**config.mk**
```make
export PLATFORM = sky130hd
export DESIGN_NAME = prime_factorizer_flat
export DESIGN_NICKNAME = d
export VERILOG_FILES = /design/src/hdl/pf_pkg.sv /design/src/hdl/pf_channels.sv /design/src/hdl/pf_divider.sv /design/src/hdl/pf_datapath.sv /design/src/hdl/pf_ctrl.sv /design/src/hdl/prime_factorizer.sv /design/src/flat_wrapper.sv
export SDC_FILE = /design/constraint.sdc
export NUM_CORES = 1
export LEC_CHECK = 0
export ABC_AREA = 1
export BUFFER_PORTS_ARGS = -buffer_cell sky130_fd_sc_hd__buf_2
export CORE_ASPECT_RATIO = 0.9
export CORE_MARGIN = 4
export CORE_UTILIZATION = 45
export DETAILED_ROUTE_END_ITERATION = 16
export PLACE_DENSITY = 0.72
export SLEW_MARGIN = 5
export SYNTH_ARGS = -nofsm -noshare
export SYNTH_HDL_FRONTEND = slang
export SYNTH_SLANG_ARGS = --single-unit
```
**constraint.sdc**
```tcl
create_clock -name clock -period 4.68 [get_ports clock]
set_clock_uncertainty 0.15 [all_clocks]
set_input_delay 1.404 -clock clock [delete_from_list [all_inputs] [get_ports clock]]
set_output_delay 1.404 -clock clock [all_outputs]
set_load 0.02 [all_outputs]
```
**src/hdl/pf_pkg.sv**
```systemverilog
// Shared types and constants of the prime factorizer.
package pf_pkg;

   // Most factor words delivered for one input value.
   localparam int MAX_OUT = 31;
   localparam int COUNT_WIDTH = 5;
   localparam int FIRST_DIVISOR = 2;

   typedef enum logic [2:0] {
      ST_IDLE,
      ST_CHECK,
      ST_START,
      ST_DIVIDE,
      ST_DECIDE,
      ST_PUSH_DIV,
      ST_PUSH_REM,
      ST_EMIT
   } state_type;

   typedef enum logic {
      SRC_DIVISOR,
      SRC_REMAINING
   } factor_src_type;

   typedef struct packed {
      logic           load;
      logic           start_div;
      logic           next_divisor;
      logic           push;
      factor_src_type push_src;
      logic           emit_last;
   } cmd_type;

   typedef struct packed {
      logic below_two;
      logic div_busy;
      logic past_root;
      logic rem_zero;
      logic pend_valid;
      logic out_free;
      logic count_full;
   } status_type;

endpackage

```
**src/hdl/pf_channels.sv**
```systemverilog
// Valid/ready channel interfaces for the request and response words.
interface pf_req_if #(parameter int VALUE_WIDTH = 31) ();
   logic                   valid;
   logic                   ready;
   logic [VALUE_WIDTH-1:0] value_in;

   modport source(output valid, output value_in, input ready);
   modport sink(input valid, input value_in, output ready);
endinterface

interface pf_rsp_if #(parameter int VALUE_WIDTH = 31) ();
   logic                   valid;
   logic                   ready;
   logic [VALUE_WIDTH-1:0] factor;
   logic                   is_last;
   logic                   is_empty;

   modport source(output valid, output factor, output is_last, output is_empty, input ready);
   modport sink(input valid, input factor, input is_last, input is_empty, output ready);
endinterface

```
**src/hdl/pf_divider.sv**
```systemverilog
// Restoring divider that produces one quotient bit per clock.
module pf_divider #(
   parameter int DIVIDEND_WIDTH = 31,
   parameter int DIVISOR_WIDTH  = 16
) (
   input  logic                      clock,
   input  logic                      reset,
   input  logic                      start,
   input  logic [DIVIDEND_WIDTH-1:0] dividend,
   input  logic [DIVISOR_WIDTH-1:0]  divisor,
   output logic                      busy,
   output logic [DIVIDEND_WIDTH-1:0] quotient,
   output logic [DIVISOR_WIDTH-1:0]  remainder
);

   localparam int STEP_WIDTH = $clog2(DIVIDEND_WIDTH + 1);

   logic                      busy_ff, busy_in;
   logic [STEP_WIDTH-1:0]     step_ff, step_in;
   logic [DIVIDEND_WIDTH-1:0] quo_ff, quo_in;
   logic [DIVISOR_WIDTH-1:0]  rem_ff, rem_in;
   logic [DIVISOR_WIDTH:0]    trial;
   logic                      fits;

   // The partial remainder always stays below the divisor, so one extra bit suffices.
   assign trial = {rem_ff, quo_ff[DIVIDEND_WIDTH-1]};
   assign fits  = trial >= {1'b0, divisor};

   always_comb begin
      busy_in = busy_ff;
      step_in = step_ff;
      quo_in  = quo_ff;
      rem_in  = rem_ff;
      if (start) begin
         busy_in = 1'b1;
         step_in = STEP_WIDTH'(DIVIDEND_WIDTH);
         quo_in  = dividend;
         rem_in  = '0;
      end else if (busy_ff) begin
         step_in = step_ff - STEP_WIDTH'(1);
         quo_in  = {quo_ff[DIVIDEND_WIDTH-2:0], fits};
         rem_in  = fits ? DIVISOR_WIDTH'(trial - {1'b0, divisor})
                        : trial[DIVISOR_WIDTH-1:0];
         if (step_ff == STEP_WIDTH'(1)) begin
            busy_in = 1'b0;
         end
      end
   end

   always_ff @(posedge clock) begin
      if (reset) begin
         busy_ff <= 1'b0;
         step_ff <= '0;
      end else begin
         busy_ff <= busy_in;
         step_ff <= step_in;
      end
      quo_ff <= quo_in;
      rem_ff <= rem_in;
   end

   assign busy      = busy_ff;
   assign quotient  = quo_ff;
   assign remainder = rem_ff;

endmodule

```
**src/hdl/pf_datapath.sv**
```systemverilog
// Datapath: remaining value, trial divisor, held-back factor and output register.
module pf_datapath #(
   parameter int VALUE_WIDTH = 31
) (
   input  logic                   clock,
   input  logic                   reset,
   input  pf_pkg::cmd_type        cmd,
   input  logic [VALUE_WIDTH-1:0] value_in,
   output pf_pkg::status_type     status,
   output logic                   rsp_valid,
   input  logic                   rsp_ready,
   output logic [VALUE_WIDTH-1:0] factor,
   output logic                   is_last,
   output logic                   is_empty
);

   // A trial divisor never passes the square root of the value plus one.
   localparam int DIV_WIDTH = VALUE_WIDTH / 2 + 1;

   logic [VALUE_WIDTH-1:0]         remaining_ff, remaining_in;
   logic [DIV_WIDTH-1:0]           divisor_ff, divisor_in;
   logic [VALUE_WIDTH-1:0]         pend_ff, pend_in;
   logic                           pend_valid_ff, pend_valid_in;
   logic [pf_pkg::COUNT_WIDTH-1:0] count_ff, count_in;
   logic                           out_valid_ff, out_valid_in;
   logic [VALUE_WIDTH-1:0]         out_factor_ff, out_factor_in;
   logic                           out_last_ff, out_last_in;
   logic                           out_empty_ff, out_empty_in;
   logic                           div_busy;
   logic [VALUE_WIDTH-1:0]         quotient;
   logic [DIV_WIDTH-1:0]           remainder;

   pf_divider #(
      .DIVIDEND_WIDTH(VALUE_WIDTH),
      .DIVISOR_WIDTH (DIV_WIDTH)
   ) u_divider (
      .clock    (clock),
      .reset    (reset),
      .start    (cmd.start_div),
      .dividend (remaining_ff),
      .divisor  (divisor_ff),
      .busy     (div_busy),
      .quotient (quotient),
      .remainder(remainder)
   );

   always_comb begin
      remaining_in  = remaining_ff;
      divisor_in    = divisor_ff;
      pend_in       = pend_ff;
      pend_valid_in = pend_valid_ff;
      count_in      = count_ff;
      out_valid_in  = out_valid_ff && !rsp_ready;
      out_factor_in = out_factor_ff;
      out_last_in   = out_last_ff;
      out_empty_in  = out_empty_ff;

      if (cmd.load) begin
         remaining_in  = value_in;
         divisor_in    = DIV_WIDTH'(pf_pkg::FIRST_DIVISOR);
         pend_valid_in = 1'b0;
         count_in      = '0;
      end

      if (cmd.next_divisor) begin
         divisor_in = divisor_ff + DIV_WIDTH'(1);
      end

      // A new factor sends the held one out, since it is now known not to be last.
      if (cmd.push) begin
         if (pend_valid_ff) begin
            out_valid_in  = 1'b1;
            out_factor_in = pend_ff;
            out_last_in   = 1'b0;
            out_empty_in  = 1'b0;
         end
         if (cmd.push_src == pf_pkg::SRC_DIVISOR) begin
            pend_in      = VALUE_WIDTH'(divisor_ff);
            remaining_in = quotient;
         end else begin
            pend_in = remaining_ff;
         end
         pend_valid_in = 1'b1;
         count_in      = count_ff + pf_pkg::COUNT_WIDTH'(1);
      end

      if (cmd.emit_last) begin
         out_valid_in  = 1'b1;
         out_factor_in = pend_valid_ff ? pend_ff : '0;
         out_last_in   = 1'b1;
         out_empty_in  = !pend_valid_ff;
      end
   end

   always_ff @(posedge clock) begin
      if (reset) begin
         pend_valid_ff <= 1'b0;
         out_valid_ff  <= 1'b0;
         count_ff      <= '0;
      end else begin
         pend_valid_ff <= pend_valid_in;
         out_valid_ff  <= out_valid_in;
         count_ff      <= count_in;
      end
      remaining_ff  <= remaining_in;
      divisor_ff    <= divisor_in;
      pend_ff       <= pend_in;
      out_factor_ff <= out_factor_in;
      out_last_ff   <= out_last_in;
      out_empty_ff  <= out_empty_in;
   end

   always_comb begin
      status.below_two  = remaining_ff < VALUE_WIDTH'(2);
      status.div_busy   = div_busy;
      status.past_root  = VALUE_WIDTH'(divisor_ff) > quotient;
      status.rem_zero   = remainder == '0;
      status.pend_valid = pend_valid_ff;
      status.out_free   = !out_valid_ff || rsp_ready;
      status.count_full = count_ff == pf_pkg::COUNT_WIDTH'(pf_pkg::MAX_OUT - 1);
   end

   assign rsp_valid = out_valid_ff;
   assign factor    = out_factor_ff;
   assign is_last   = out_last_ff;
   assign is_empty  = out_empty_ff;

endmodule

```
**src/hdl/pf_ctrl.sv**
```systemverilog
// Controller state machine that sequences the trial divisions.
module pf_ctrl (
   input  logic               clock,
   input  logic               reset,
   input  logic               req_valid,
   output logic               req_ready,
   input  pf_pkg::status_type status,
   output pf_pkg::cmd_type    cmd
);

   pf_pkg::state_type state_ff, state_in;
   logic              push_ok;

   // The held factor may only move on once the output register can take it.
   assign push_ok = !status.pend_valid || status.out_free;

   always_comb begin
      state_in = state_ff;
      case (state_ff)
         pf_pkg::ST_IDLE: begin
            if (req_valid) begin
               state_in = pf_pkg::ST_CHECK;
            end
         end
         pf_pkg::ST_CHECK: begin
            state_in = status.below_two ? pf_pkg::ST_EMIT : pf_pkg::ST_START;
         end
         pf_pkg::ST_START: begin
            state_in = pf_pkg::ST_DIVIDE;
         end
         pf_pkg::ST_DIVIDE: begin
            if (!status.div_busy) begin
               state_in = pf_pkg::ST_DECIDE;
            end
         end
         pf_pkg::ST_DECIDE: begin
            if (status.past_root) begin
               state_in = status.below_two ? pf_pkg::ST_EMIT : pf_pkg::ST_PUSH_REM;
            end else if (status.rem_zero) begin
               state_in = pf_pkg::ST_PUSH_DIV;
            end else begin
               state_in = pf_pkg::ST_START;
            end
         end
         pf_pkg::ST_PUSH_DIV: begin
            if (push_ok) begin
               state_in = status.count_full ? pf_pkg::ST_EMIT : pf_pkg::ST_START;
            end
         end
         pf_pkg::ST_PUSH_REM: begin
            if (push_ok) begin
               state_in = pf_pkg::ST_EMIT;
            end
         end
         pf_pkg::ST_EMIT: begin
            if (status.out_free) begin
               state_in = pf_pkg::ST_IDLE;
            end
         end
         default: begin
            state_in = pf_pkg::ST_IDLE;
         end
      endcase
   end

   always_comb begin
      cmd       = '0;
      req_ready = 1'b0;
      case (state_ff)
         pf_pkg::ST_IDLE: begin
            req_ready = 1'b1;
            cmd.load  = req_valid;
         end
         pf_pkg::ST_START: begin
            cmd.start_div = 1'b1;
         end
         pf_pkg::ST_DECIDE: begin
            cmd.next_divisor = !status.past_root && !status.rem_zero;
         end
         pf_pkg::ST_PUSH_DIV: begin
            cmd.push     = push_ok;
            cmd.push_src = pf_pkg::SRC_DIVISOR;
         end
         pf_pkg::ST_PUSH_REM: begin
            cmd.push     = push_ok;
            cmd.push_src = pf_pkg::SRC_REMAINING;
         end
         pf_pkg::ST_EMIT: begin
            cmd.emit_last = status.out_free;
         end
         default: begin
            cmd = '0;
         end
      endcase
   end

   always_ff @(posedge clock) begin
      if (reset) begin
         state_ff <= pf_pkg::ST_IDLE;
      end else begin
         state_ff <= state_in;
      end
   end

endmodule

```
**src/hdl/prime_factorizer.sv**
```systemverilog
// Top level of the trial-division prime factorizer.
//
//   Channel    Direction  Word contents
//   req_chan   in         value_in: the integer to factor
//   rsp_chan   out        factor, is_last, is_empty: one prime factor per word
//
// One input word is taken at a time; req_chan.ready is high only while the block is idle.
// Each trial divisor runs through the bit-serial divider (one quotient bit per clock);
// a prime near 2^31 needs about 46,340 trials, while small values need far fewer.
// Reset is synchronous and active high and returns the block to idle with no word pending.
// A stalled rsp_chan holds the last word; the search keeps running until a second
// factor is found, then waits for the output register to drain.
module prime_factorizer #(
   parameter int VALUE_WIDTH = 31
) (
   input logic             clock,
   input logic             reset,
   pf_req_if.sink          req_chan,
   pf_rsp_if.source        rsp_chan
);

   // Control flows from the state machine to the datapath as commands;
   // the datapath reports back with status flags only.
   pf_pkg::cmd_type    cmd;
   pf_pkg::status_type status;

   pf_ctrl u_ctrl (
      .clock    (clock),
      .reset    (reset),
      .req_valid(req_chan.valid),
      .req_ready(req_chan.ready),
      .status   (status),
      .cmd      (cmd)
   );

   // Every factor is held back by one step, so that the word known to be final
   // can carry is_last. An input below two produces a single empty, last word.
   pf_datapath #(
      .VALUE_WIDTH(VALUE_WIDTH)
   ) u_datapath (
      .clock    (clock),
      .reset    (reset),
      .cmd      (cmd),
      .value_in (req_chan.value_in),
      .status   (status),
      .rsp_valid(rsp_chan.valid),
      .rsp_ready(rsp_chan.ready),
      .factor   (rsp_chan.factor),
      .is_last  (rsp_chan.is_last),
      .is_empty (rsp_chan.is_empty)
   );

endmodule

```
**src/flat_wrapper.sv**
```systemverilog
// flat-port wrapper written by rule: the top's interface ports become plain ports
module prime_factorizer_flat 
#(
   parameter int VALUE_WIDTH = 31
)
  (clock, reset, req_chan_valid, req_chan_value_in, req_chan_ready, rsp_chan_valid, rsp_chan_factor, rsp_chan_is_last, rsp_chan_is_empty, rsp_chan_ready);
  pf_req_if #(.VALUE_WIDTH(VALUE_WIDTH)) req_chan_i ();
  pf_rsp_if #(.VALUE_WIDTH(VALUE_WIDTH)) rsp_chan_i ();
  input logic clock;
  input logic reset;
  input wire logic [$bits(req_chan_i.valid)-1:0] req_chan_valid;
  input wire logic [$bits(req_chan_i.value_in)-1:0] req_chan_value_in;
  output wire logic [$bits(req_chan_i.ready)-1:0] req_chan_ready;
  output wire logic [$bits(rsp_chan_i.valid)-1:0] rsp_chan_valid;
  output wire logic [$bits(rsp_chan_i.factor)-1:0] rsp_chan_factor;
  output wire logic [$bits(rsp_chan_i.is_last)-1:0] rsp_chan_is_last;
  output wire logic [$bits(rsp_chan_i.is_empty)-1:0] rsp_chan_is_empty;
  input wire logic [$bits(rsp_chan_i.ready)-1:0] rsp_chan_ready;
  assign req_chan_i.valid = req_chan_valid;
  assign req_chan_i.value_in = req_chan_value_in;
  assign req_chan_ready = req_chan_i.ready;
  assign rsp_chan_valid = rsp_chan_i.valid;
  assign rsp_chan_factor = rsp_chan_i.factor;
  assign rsp_chan_is_last = rsp_chan_i.is_last;
  assign rsp_chan_is_empty = rsp_chan_i.is_empty;
  assign rsp_chan_i.ready = rsp_chan_ready;
  prime_factorizer #(.VALUE_WIDTH(VALUE_WIDTH)) u_core (.clock(clock), .reset(reset), .req_chan(req_chan_i), .rsp_chan(rsp_chan_i));
endmodule
```
==> flow_metrics.env, run 1 <==
export IMPL_rows=48
export IMPL_fp_dieW_um=156
export IMPL_async_flop_share=0
export IMPL_final_cell_count_no_fill=1355
export IMPL_finalPower_mw=6.49
export IMPL_ys_ff_latch=174
export IMPL_arrival_ns=2.99
export IMPL_path_buf_inv=0
export IMPL_crit_chain="ha_1 > nand2_1 > nor3_1 > nand2_1 > nor2_1 > nor2_1 > nand2_1 > nand3_2 > nand2_1"
export IMPL_synth_flop_cell="edfxtp_1"
export IMPL_io_pin_count=70
export IMPL_syn_cell_area_um2=8870
export IMPL_diodes=0
export IMPL_clk_pin_slew_worst_paths_ns=0.07
export IMPL_cts_setup_buffers=0
export IMPL_yosys_area_share_adder=0.0544
export IMPL_critical_path_class="register to register"
export IMPL_synth_edf_count=110
export IMPL_antenna_left=0
export IMPL_relSlewSlack=0.303
export IMPL_cts_tree="done"
export IMPL_place_ws_ns=1.54
export IMPL_startpoint="u_core.u_datapath.divisor_ff[14]"
export IMPL_cts_sinks=174
export IMPL_worst_slew_pin_slew_ns=1.04
export IMPL_hold_violations=0
export IMPL_globalRouteTotalUtil=0.182
export IMPL_place_congestion=0.882
export IMPL_synth_nets=1103
export IMPL_syn_avg_cell_area_um2=8.61
export IMPL_drc=0
export IMPL_ctsHoldBuffers=0
export IMPL_synth_xor_area_frac=0.0168
export IMPL_critPathCaptureType="register"
export IMPL_antenna_found_initial=0
export IMPL_final_max_slew_violation_count=0
export IMPL_worstHoldStart="u_core.u_datapath.is_last"
export IMPL_cp_top_family="simple AND/OR/NAND/NOR gates"
export IMPL_rsz0062_at_grt="false"
export IMPL_dieArea_um2=22000
export IMPL_start_kind="register"
export IMPL_setup_viol=0
export IMPL_synth_cells=1030
export IMPL_setup_slack_ns=1.60
export IMPL_cts_resized=0
export IMPL_final_util=0.521
export IMPL_synth_top_area_share=0.372
export IMPL_min_path_cells=2
export IMPL_h_tree_depth=4
export IMPL_drt_iter0_markers=639
export IMPL_synth_mux_area_frac=0
export IMPL_grt_ovfl_total=0
export IMPL_core_um2=19300
export IMPL_dr_pass1_iters=5
export IMPL_reg2reg_to="u_core.u_datapath.divisor_ff[9]"
export IMPL_ys_warn_count=0
export IMPL_r2r_start="u_core.u_datapath.divisor_ff[14]"
export IMPL_power_density_nw_per_um2=647
export IMPL_max_freq_mhz=325
export IMPL_yosysUniqueCellTypes=46
export IMPL_synth_most_common_cell="nand2_1"
export IMPL_rr_worst_depth=9
export IMPL_insertion_delay_ns=0.43
export IMPL_start_util=0.460
export IMPL_hold_path_class="register to register"
export IMPL_p_leak_nw=4.50
export IMPL_period_minus_slack_ns=3.08
export IMPL_rrSetupSlack_ns=1.60
export IMPL_synth_top_area_cell="edfxtp_1"
export IMPL_drive_gt1_frac=0.129
export IMPL_synth_compound_area_frac=0.107
export IMPL_drv_cap=0
export IMPL_clk_path_buf_depth=2
export IMPL_finalCritPeriodShare=0.658
export IMPL_numCtsBuffers=17
export IMPL_vias=7012
export IMPL_grt_pass1_wl_mm=32.7
export IMPL_area_delta_synth_final_pct=13.1
export IMPL_crit_fanout=17
export IMPL_place_inst=1323
export IMPL_grt_max_degree=69
export IMPL_critPathMostFrequentCell="nand2_1"
export IMPL_dp_hpwl_mm=13.7
export IMPL_synthTopCellsByCount="187 x nand2_1, 153 x inv_1, 135 x nor2_1"
export IMPL_root_buffer="clkbuf_16"
export IMPL_tns_ns=0
export IMPL_wire_per_inst_um=14.6
export IMPL_synth_top_family_by_area="simple AND/OR/NAND/NOR gates"
export IMPL_totalWireLength_mm=19.7
export IMPL_place_port_buffers=69
export IMPL_die_h_um=141
export IMPL_peakVddDrop_v=0.000289
export IMPL_status="finished clean"
export IMPL_grt_pass1_vias=6737
export IMPL_vias_per_cell=5.17
export IMPL_yosys_area_share_simple=0.220
export IMPL_hold_path_endpoint="u_core.u_datapath.is_last"
export IMPL_max_stage_delay_ns=0.65
export IMPL_yosysSeqAreaShare=0.517
export IMPL_fin_nets=1165
export IMPL_cpMaxStageDelayCell="nand2_1"
export IMPL_synthTopCellsByArea="edfxtp_1 37%, dfxtp_1 14%, nand2_1 7.9%"
export IMPL_cp_required_ns=4.59
[flip-flops by register name, summed over array words and instances (netlist names)]
| name | cells |
|---|---|
| u_core.u_datapath.count_ff | 5 |
| u_core.u_datapath.u_divider.remainder | 16 |
| u_core.u_datapath.divisor_ff | 16 |
| u_core.u_datapath.factor | 31 |
| u_core.u_datapath.pend_valid_ff | 1 |
| u_core.u_datapath.rsp_valid | 1 |
| u_core.u_datapath.is_last | 1 |
| u_core.u_ctrl.state_ff | 3 |
| u_core.u_datapath.u_divider.step_ff | 5 |
| u_core.u_datapath.u_divider.busy | 1 |
| u_core.u_datapath.pend_ff | 31 |
| u_core.u_datapath.remaining_ff | 31 |
| u_core.u_datapath.u_divider.quotient | 31 |
| u_core.u_datapath.is_empty | 1 |
[where the power goes]
group / internal [mW] / switching [mW] / leakage (nW)
clock network: 0.778 / 0.664 / 0.292
registers: 2.23 / 0.321 / 1.53
logic: 0.842 / 1.65 / 2.68
[worst min-delay path: stages, from the launching register on]
cell and delay, ns:
dfxtp_1 0.31, nand2_1 0.06, nand2_1 0.04
[cell usage in the layout (no fill, tap or decap), types with 5 or more instances in the layout]
cell type,count
a31oi_1,11
inv_8,6
o21ai_0,84
buf_2,69
nor4_1,5
clkbuf_16,17
buf_4,8
a21oi_1,36
nand3b_1,8
o21ai_1,7
nand2_1,186
dfxtp_1,64
inv_1,153
nand4_1,16
xor2_1,10
ha_1,37
nor2_1,134
edfxtp_1,110
nand3_1,50
xnor2_1,7
o22ai_1,25
nor3_1,7
nand3_2,6
nand2_2,6
[how the worst max path moves through the flow]
stage / end / depth (start not counted)
floorplan: u_core.u_datapath.factor[0] / 6
global placement: u_core.u_datapath.count_ff[0] / 9
detailed placement: u_core.u_datapath.count_ff[0] / 9
CTS: u_core.u_datapath.divisor_ff[6] / 9
global route: u_core.u_datapath.divisor_ff[6] / 9
finish: u_core.u_datapath.divisor_ff[9] / 9
[routing by layer]
metal / track usage / wire [um] / vias up
li1: - / - / 3553
met1: 0.248 / 9070 / 3238
met2: 0.296 / 9200 / 196
met3: 0.0353 / 1110 / 25
met4: 0.0567 / 346 / 0
met5: 0 / 0 / -
[cells by family (layout without fill, tap and decap cells)]
| group | count (synthesis) | after routing |
|---|---|---|
| AND/OR/NAND/NOR | 435 | 435 |
| buffers and inverters | 192 | 267 |
| AO/OA/AOI/OAI | 174 | 174 |
| flip-flops | 174 | 174 |
| adder cells (fa/ha/maj) | 38 | 38 |
| XOR/XNOR | 17 | 17 |
[final cells by class]
cell class	count	area, um2
Clock buffer	18	439
Clock inverter	14	164
Fill cell	1728	9240
Inverter	158	593
Multi-Input combinational cell	664	3540
Sequential cell	174	4580
Tap cell	250	313
Timing Repair Buffer	77	405
[per-stage QoR]
stage	hold slack (ns)	cell area, um2
6_report	0.307	10000
4_1_cts	0.309	10000
5_1_grt	0.344	10000
3_5_place_dp	0.294	9430
3_3_place_gp	0.277	9430
2_1_floorplan	0.290	8870
Power figures use the tool's default switching activity.
==> inputs of run 2 (changes only) <==
ABC_AREA = 0   (was 1)
PLACE_DENSITY = 0.74   (was 0.72)
clock period = 2.67 ns   (was 4.68 ns; I/O delays follow)
==> run 2 against run 1 <==
- the flow now finishes with violations (negative setup slack)
- design area is 4.0% higher
- critical path type unchanged
- sequential share of layout area is 1.8 points lower
- worst hold slack better by 0.017 ns
- clock power is 72% higher
==> flow_metrics.env, run 2 <==
export IMPL_start_kind="register"
export IMPL_dieArea_um2=21600
export IMPL_synthTopCellsByArea="edfxtp_1 38%, dfxtp_1 15%, ha_1 5.3%"
export IMPL_arrival_ns=2.68
export IMPL_ys_ff_latch=174
export IMPL_io_pin_count=70
export IMPL_drt_iter0_markers=641
export IMPL_area_delta_synth_final_pct=19.9
export IMPL_cts_tree="done"
export IMPL_syn_avg_cell_area_um2=10.2
export IMPL_critical_path_class="register to register"
export IMPL_globalRouteTotalUtil=0.186
export IMPL_r2r_start="u_core.u_datapath.divisor_ff[4]"
export IMPL_final_cell_count_no_fill=1222
export IMPL_crit_end="u_core.u_datapath.divisor_ff[13]"
export IMPL_place_port_buffers=69
export IMPL_synth_flop_cell="edfxtp_1"
export IMPL_numCtsBuffers=17
export IMPL_rows=47
export IMPL_use_met2=0.276
export IMPL_synth_edf_count=110
export IMPL_peakVddDrop_v=0.000547
export IMPL_synth_top_area_share=0.380
export IMPL_finalPower_mw=12.2
export IMPL_worst_slew_pin_slew_ns=0.550
export IMPL_wire_per_inst_um=16.8
export IMPL_cp_required_ns=2.66
export IMPL_setup_slack_ns=-0.0173
export IMPL_die_h_um=140
export IMPL_insertion_delay_ns=0.44
export IMPL_hold_violations=0
export IMPL_drc=0
export IMPL_period_minus_slack_ns=2.69
export IMPL_mostFrequentLayoutCells="120 x nand2_1, 110 x edfxtp_1, 69 x buf_2, 64 x dfxtp_1, 60 x buf_4"
export IMPL_place_ws_ns=-0.0135
export IMPL_relSlewSlack=0.630
export IMPL_dp_hpwl_mm=14.6
export IMPL_ys_warn_count=0
export IMPL_power_density_nw_per_um2=1170
export IMPL_max_freq_mhz=372
export IMPL_syn_cell_area_um2=8700
export IMPL_antenna_found_initial=1
export IMPL_diodes=0
export IMPL_grt_pass1_wl_mm=32.0
export IMPL_finalCritPeriodShare=1.01
export IMPL_final_max_slew_violation_count=0
export IMPL_startpoint="u_core.u_datapath.divisor_ff[4]"
export IMPL_p_leak_nw=4.08
export IMPL_final_common_cell="nand2_1"
export IMPL_crit_fanout=8
export IMPL_core_um2=18700
export IMPL_grt_ovfl_total=0
export IMPL_grt_busiest_layer="met2"
export IMPL_synth_cells=850
export IMPL_vias=6632
export IMPL_critPathCaptureType="register"
export IMPL_tns_ns=-0.106
export IMPL_grt_max_degree=47
export IMPL_rsz0062_at_grt="true"
export IMPL_fin_nets=1037
export IMPL_hold_path_class="register to register"
export IMPL_rr_worst_depth=8
export IMPL_start_util=0.465
export IMPL_totalWireLength_mm=20.5
export IMPL_dr_pass1_iters=5
export IMPL_clk_pin_slew_worst_paths_ns=0.07
export IMPL_synthTopCellsByCount="121 x nand2_1, 110 x edfxtp_1, 64 x dfxtp_1"
export IMPL_synth_top_area_cell="edfxtp_1"
export IMPL_place_congestion=0.925
export IMPL_status="finished with violations"
export IMPL_fp_dieW_um=155
export IMPL_synth_most_common_cell="nand2_1"
export IMPL_rrSetupSlack_ns=-0.02
export IMPL_drv_cap=0
export IMPL_yosysSeqAreaShare=0.527
export IMPL_drive_gt1_frac=0.223
export IMPL_met3_usage=0.0416
export IMPL_grt_pass1_vias=6097
export IMPL_synth_nets=923
export IMPL_antenna_left=0
export IMPL_met1_usage=0.269
export IMPL_ctsHoldBuffers=0
export IMPL_violations="negative setup slack"
export IMPL_vias_per_cell=5.43
export IMPL_clk_path_buf_depth=2
export IMPL_root_buffer="clkbuf_16"
export IMPL_place_inst=1173
export IMPL_async_flop_share=0
export IMPL_h_tree_depth=4
export IMPL_reg2reg_to="u_core.u_datapath.divisor_ff[13]"
export IMPL_cts_sinks=174
export IMPL_setup_viol=9
export IMPL_yosysUniqueCellTypes=63
[run 2: logic make-up (layout without fill, tap and decap cells)]
group / count (synthesis) / in the layout / synth area share
xor gates and xnor gates: 26 / 26 / 0.0262
AOI/OAI and AO/OA: 161 / 161 / 0.111
and+or+nand+nor: 312 / 313 / 0.174
adders and majority gates: 39 / 39 / 0.0566
buffers and inverters: 84 / 210 / 0.0405
DFF: 174 / 174 / 0.527
muxes: 54 / 54 / 0.0644
[run 2: worst max-delay path: stages, from the launching register on]
cell and delay (ns):
edfxtp_1 0.44, ha_1 0.35, a21o_1 0.18, a21oi_2 0.13
nor2b_1 0.06, o31ai_2 0.24, a31oi_2 0.16, or3_4 0.50
nand2_4 0.17
[run 2: per-layer routing]
| metal | vias up | wire length [um] |
|---|---|---|
| li1 | 3269 | - |
| met1 | 3118 | 9840 |
| met2 | 212 | 9090 |
| met3 | 33 | 1150 |
| met4 | 0 | 461 |
| met5 | - | 0 |
[run 2: worst min-delay path by stage]
stage / startpoint / endpoint / depth (start not counted) / slack [ns]
2_1_floorplan: u_core.u_datapath.u_divider.quotient[10] / u_core.u_datapath.remaining_ff[10] / 2 / 0.29
3_3_place_gp: u_core.u_datapath.u_divider.quotient[12] / u_core.u_datapath.remaining_ff[12] / 2 / 0.30
3_5_place_dp: u_core.u_datapath.u_divider.quotient[2] / u_core.u_datapath.remaining_ff[2] / 2 / 0.31
4_1_cts: u_core.u_datapath.u_divider.quotient[14] / u_core.u_datapath.remaining_ff[14] / 2 / 0.33
5_1_grt: u_core.u_datapath.u_divider.quotient[3] / u_core.u_datapath.remaining_ff[3] / 2 / 0.36
6_report: u_core.u_datapath.u_divider.quotient[14] / u_core.u_datapath.remaining_ff[14] / 2 / 0.32
[run 2: cell type report]
type	count	area, um2
clock inverters	15	168
repair buffers	133	862
well taps	245	307
fillers	1564	8260
flip-flops and latches	174	4580
clock buffers	17	425
multi-input cells	593	3920
inverters	45	169
[run 2: what timing repair did]
action,CTS,global route
endpoints found under the setup margin,25,40
pin swaps,3,8
setup buffers,2,13
endpoints found under the hold margin,0,0
gates resized for setup,2,22
cloned,0,2
[run 2: where the power goes]
part	switching (mW)	internal (mW)
logic	2.81	2.21
registers	0.803	3.89
clock network	1.21	1.26
total	4.82	7.36
[run 2: through the flow]
step	util	hold slack [ns]	cell area, um2
after CTS	0.546	0.334	10200
after global routing	0.558	0.365	10400
after detailed placement	0.513	0.314	9590
final	0.558	0.325	10400
after global placement	0.513	0.302	9590
after floorplan	-	0.293	8730
